==> src/rtl/core/ism_pkg.sv <==
// ============================================================================
// ism_pkg
// Shared widths, field offsets and codes for the Ising site update engine.
// ============================================================================
package ism_pkg;

  localparam int unsigned MAX_SIDE_DEF = 64;
  localparam int unsigned SIDE_RESET   = 64;

  localparam int unsigned SITE_FW   = 12;
  localparam int unsigned ENERGY_W  = 15;
  localparam int unsigned MAG_W     = 14;
  localparam int unsigned TH_W      = 32;

  // slave tdata: load_site, load_spin_up, random_value
  localparam int unsigned S_TDATA_W   = 48;
  localparam int unsigned S_SPIN_OFF  = SITE_FW;
  localparam int unsigned S_RAND_OFF  = SITE_FW + 1;

  // master tdata: site_touched, flipped, energy_total, magnetization_sum
  localparam int unsigned M_TDATA_W = 48;
  localparam int unsigned M_PAD_W   = M_TDATA_W - SITE_FW - 1 - ENERGY_W - MAG_W;

  localparam int unsigned CFG_IDX_W  = 2;
  localparam int unsigned CFG_DATA_W = 32;

  localparam logic [CFG_IDX_W-1:0] CFG_SIDE = 2'd0;
  localparam logic [CFG_IDX_W-1:0] CFG_TH4  = 2'd1;
  localparam logic [CFG_IDX_W-1:0] CFG_TH8  = 2'd2;

  localparam logic CMD_LOAD   = 1'b0;
  localparam logic CMD_UPDATE = 1'b1;

  // lattice read sequence: own site, then the four neighbours
  localparam int unsigned NB_W = 3;
  localparam logic [NB_W-1:0] NB_SELF  = 3'd0;
  localparam logic [NB_W-1:0] NB_RIGHT = 3'd1;
  localparam logic [NB_W-1:0] NB_LEFT  = 3'd2;
  localparam logic [NB_W-1:0] NB_UP    = 3'd3;
  localparam logic [NB_W-1:0] NB_DOWN  = 3'd4;
  localparam logic [NB_W-1:0] NB_DONE  = 3'd5;

endpackage

==> src/rtl/core/ism_nbr_addr.sv <==
// ============================================================================
// ism_nbr_addr
// Periodic neighbour address generation on a square lattice.
// ============================================================================
module ism_nbr_addr #(
  parameter int unsigned MAX_SIDE = ism_pkg::MAX_SIDE_DEF
) (
  input  logic [2*$clog2(MAX_SIDE)-1:0]   site_i,
  input  logic [$clog2(MAX_SIDE)-1:0]     x_i,
  input  logic [$clog2(MAX_SIDE+1)-1:0]   side_i,
  input  logic [2*$clog2(MAX_SIDE):0]     n_i,
  input  logic [ism_pkg::NB_W-1:0]        sel_i,
  output logic [2*$clog2(MAX_SIDE)-1:0]   addr_o
);
  import ism_pkg::*;

  localparam int unsigned CW     = $clog2(MAX_SIDE);
  localparam int unsigned ADDR_W = 2 * CW;
  localparam int unsigned N_W    = ADDR_W + 1;

  logic [N_W-1:0] s;
  logic [N_W-1:0] l;
  logic [N_W-1:0] lm1;
  logic [N_W-1:0] right;
  logic [N_W-1:0] left;
  logic [N_W-1:0] up_t;
  logic [N_W-1:0] up;
  logic [N_W-1:0] down;
  logic [N_W-1:0] sel_addr;

  assign s     = N_W'(site_i);
  assign l     = N_W'(side_i);
  assign lm1   = l - N_W'(1);
  assign right = (N_W'(x_i) == lm1) ? s - lm1 : s + N_W'(1);
  assign left  = (x_i == '0) ? s + lm1 : s - N_W'(1);
  assign up_t  = s + l;
  assign up    = (up_t >= n_i) ? up_t - n_i : up_t;
  assign down  = (s >= l) ? s - l : s + n_i - l;

  always_comb begin
    unique case (sel_i)
      NB_RIGHT: sel_addr = right;
      NB_LEFT:  sel_addr = left;
      NB_UP:    sel_addr = up;
      NB_DOWN:  sel_addr = down;
      default:  sel_addr = s;
    endcase
  end

  assign addr_o = sel_addr[ADDR_W-1:0];

endmodule

==> config.mk <==
export PLATFORM = sky130hd
export DESIGN_NAME = ism_nbr_addr
export DESIGN_NICKNAME = d
export VERILOG_FILES = /design/src/rtl/core/ism_pkg.sv /design/src/rtl/core/ism_nbr_addr.sv
export SDC_FILE = /design/constraint.sdc
export NUM_CORES = 1
export LEC_CHECK = 0
export BUFFER_PORTS_ARGS = -buffer_cell sky130_fd_sc_hd__buf_2
export CAP_MARGIN = 10
export CORE_MARGIN = 10
export CORE_UTILIZATION = 55
export DETAILED_ROUTE_END_ITERATION = 12
export PLACE_DENSITY = 0.77
export SLEW_MARGIN = 20
export SYNTH_ARGS = -nofsm -noshare
export SYNTH_HDL_FRONTEND = slang
export SYNTH_SLANG_ARGS = --single-unit
==> constraint.sdc <==
create_clock -name vclk -period 11.4
set_input_delay 1.14 -clock vclk [all_inputs]
set_output_delay 1.14 -clock vclk [all_outputs]
set_load 0.005 [all_outputs]
==> impl_results.md <==
* Sequential-to-total area share from yosys stat at 0%
* Fraction of the cycle the final worst path needs at 62.2%
* Clock buffers at 0
* Count of cells along the worst hold path at 4
* Post-synth net total at 631
* Top post-synthesis cells by area: sky130_fd_sc_hd__ha_1 20%, sky130_fd_sc_hd__xnor2_1 8.9%, sky130_fd_sc_hd__inv_1 6.8%
* Worst Path Arrival at 5950 ps
* Placed instance count at 636
* Commonest cells after routing, fill and taps aside: 66 x sky130_fd_sc_hd__inv_1, 58 x sky130_fd_sc_hd__ha_1, 53 x sky130_fd_sc_hd__buf_2, 39 x sky130_fd_sc_hd__nand2_1, 39 x sky130_fd_sc_hd__a21oi_1
* Starting DRC count in detailed routing at 363
* Leakage power of the design at 1.95 nW
* Final number of hold-violating endpoints at 0
* Met2 track demand over resource at 36.7%
* Met3 GRT Util at 2.18%
* Share of layout cells above drive strength 1 at 12.3%
* Total congestion overflow at 0
* Number of primary I/O pins at 53
* Gates resized, CTS repair at 0
* Count of standard-cell rows at 29
* Most common cell after layout, fill and taps aside: sky130_fd_sc_hd__inv_1
* Layout overhead on the synthesized area at 8.63%
* Unrepaired setup endpoints after global routing: no
* Area of the core at approximately 6400 µm²
* Seq. cell area at 0 µm²
* Total Negative Setup Slacks at 0 ps
* Endpoint type of the worst setup path: output pin
* Most Crowded Layer GR: met2
* Vias per std cell at 6.20
* GPL Wtd Cong at 0.958
* Critical path data required time at 10260 ps
* First-pass GRT wire length at 18200 µm
* Critical path fanouts, max at 10
* Total iterations of the first detailed-routing run at 7
* Number of distinct library cells after synthesis at 56
* Wirelength, routed at 11000 µm
* Setup fix buffers added after clock tree synthesis at 0
* Wire length per cell at 17.3 µm
* Setup slack at placement at 4420 ps
* Largest net degree at the start of global routing at 14
* Run status: complete, no violations
* Via count at between 3000 and 4000
* Number of failing setup endpoints in the final timing report at 0
* HPWL after detailed placement at 9420 µm
* Die X at between 100 and 150 µm
* IO buf count at 53
* Overall die area at 10200 µm²
* Minimum clock period after layout at roughly 7100 ps
* Number of nets in the final layout at 671
* Cell area power density at 65.8 nW/µm²
* Gate count of the mapped netlist at 521
* Antenna violations before repair at 0
* Largest voltage drop on the vdd net at 0.0396 mV
* Min Hold Slack at roughly 2700 ps
* Finished Layout Cells at 636
* Maximum clock frequency at around 140 MHz
* DIE HEIGHT at 101 µm
* Synth area leader: sky130_fd_sc_hd__ha_1
* Total count of max-transition violations in the final report at 0
* Setup Crit Path Kind: in2out
* Transition time at the pin with the least slew margin at 827 ps
* Number of nets with antenna violations after detailed routing at 0
* Number of maximum-capacitance constraint violations at 0
* FFs & Latches at 0
* Post-route DRC at 0
* Number of antenna diodes at 0
* Post-Syn Area at 3620 µm²
* Max_slew headroom at 44.7%
* Startpoint Class: primary input
* Post-CTS Hold Buffers at 0
* Starting density of the core at 56.8%
* Final worst setup slack at 4310 ps
* Met1 Resource Use GR at 27.8%
* Worst min path class: in2out
* Overall Global Routing Usage at 20.9%
* Top-area cell type share of the netlist area at between 20% and 30%
* Number of global-route vias before repair at 3811
* Count of warnings emitted by yosys at 0
* Mean post-synth cell area at just under 7 µm²
cell families after synthesis:
family                     after synthesis  synth area share (%)
buffers and inverters                   83                  8.66
and+or+nand+nor                        154                  21.1
muxes                                   12                  3.35
adders and majority gates               69                  26.1
AOI/OAI and AO/OA                      147                  27.3
xor gates and xnor gates                56                  13.5
synth_stat cells (3+ instances only):
| cell | n |
|---|---|
| sky130_fd_sc_hd__a31oi_1 | 7 |
| sky130_fd_sc_hd__nor3_1 | 17 |
| sky130_fd_sc_hd__and2_1 | 4 |
| sky130_fd_sc_hd__a211oi_1 | 7 |
| sky130_fd_sc_hd__xor2_1 | 19 |
| sky130_fd_sc_hd__o21bai_1 | 6 |
| sky130_fd_sc_hd__fa_1 | 11 |
| sky130_fd_sc_hd__clkbuf_1 | 12 |
| sky130_fd_sc_hd__nand4_1 | 5 |
| sky130_fd_sc_hd__a211o_1 | 4 |
| sky130_fd_sc_hd__mux2i_1 | 11 |
| sky130_fd_sc_hd__a22oi_1 | 4 |
| sky130_fd_sc_hd__and3_1 | 8 |
| sky130_fd_sc_hd__nor2_1 | 34 |
| sky130_fd_sc_hd__nand3_1 | 15 |
| sky130_fd_sc_hd__nor2b_1 | 6 |
| sky130_fd_sc_hd__a31o_2 | 4 |
| sky130_fd_sc_hd__a21o_1 | 9 |
| sky130_fd_sc_hd__nor4_1 | 7 |
| sky130_fd_sc_hd__o21a_1 | 4 |
| sky130_fd_sc_hd__o21ai_1 | 9 |
| sky130_fd_sc_hd__a222oi_1 | 7 |
| sky130_fd_sc_hd__xnor2_1 | 37 |
| sky130_fd_sc_hd__nor3b_1 | 3 |
| sky130_fd_sc_hd__ha_1 | 58 |
| sky130_fd_sc_hd__nand2_1 | 39 |
| sky130_fd_sc_hd__a21oi_1 | 39 |
| sky130_fd_sc_hd__inv_1 | 66 |
| sky130_fd_sc_hd__o21ai_0 | 24 |
| sky130_fd_sc_hd__nand2b_1 | 5 |
| sky130_fd_sc_hd__o211ai_1 | 3 |
per-layer routing:
metal / part of all wire [%] / up-vias
met5: 0 / -
met4: 1.2 / 0
met3: 7.2 / 20
met2: 48 / 145
met1: 44 / 1827
li1: - / 1954
power breakdown:
group          switching [mW]  internal [mW]  leakage, nW
Clock                       0              0            0
Sequential                  0              0            0
Combinational           0.149          0.110         1.95
metrics by stage:
stage | cell area (µm²) | total power [mW] | util, %
2_1_floorplan | 3620 | 0.189 | -
3_3_place_gp | 3940 | 0.247 | 61.7
3_5_place_dp | 3940 | 0.253 | 61.7
4_1_cts | 3940 | 0.255 | 61.7
5_1_grt | 3940 | 0.289 | 61.7
6_report | 3940 | 0.259 | 61.7
cell type report:
type | instances | area (µm²)
Timing Repair Buffer | 54 | 273
Inverter | 67 | 251
Tap cell | 77 | 96.3
Multi-Input combinational cell | 438 | 3320
Fill cell | 616 | 2450
critical path, stage by stage:
cell	delay, ps
sky130_fd_sc_hd__buf_2	150
sky130_fd_sc_hd__inv_1	120
sky130_fd_sc_hd__ha_1	190
sky130_fd_sc_hd__nor3b_1	480
sky130_fd_sc_hd__xnor2_1	270
sky130_fd_sc_hd__o2111ai_1	200
sky130_fd_sc_hd__a2111oi_4	470
sky130_fd_sc_hd__and2_1	210
sky130_fd_sc_hd__ha_1	180
sky130_fd_sc_hd__nand3_1	90
sky130_fd_sc_hd__inv_1	100
sky130_fd_sc_hd__nand3_1	80
sky130_fd_sc_hd__a21oi_1	270
sky130_fd_sc_hd__a21oi_1	80
sky130_fd_sc_hd__ha_1	350
sky130_fd_sc_hd__and3_1	200
sky130_fd_sc_hd__a311oi_1	440
sky130_fd_sc_hd__o21bai_1	100
sky130_fd_sc_hd__a21o_1	230
sky130_fd_sc_hd__nor4bb_1	150
sky130_fd_sc_hd__a211oi_1	180
sky130_fd_sc_hd__o2111ai_1	120
sky130_fd_sc_hd__buf_2	140
path summary, 6_finish.rpt:
check	from	endpoint
setup / recovery	side_i[1]	addr_o[11]
hold / removal	site_i[0]	addr_o[0]
Power figures use the tool's default switching activity.
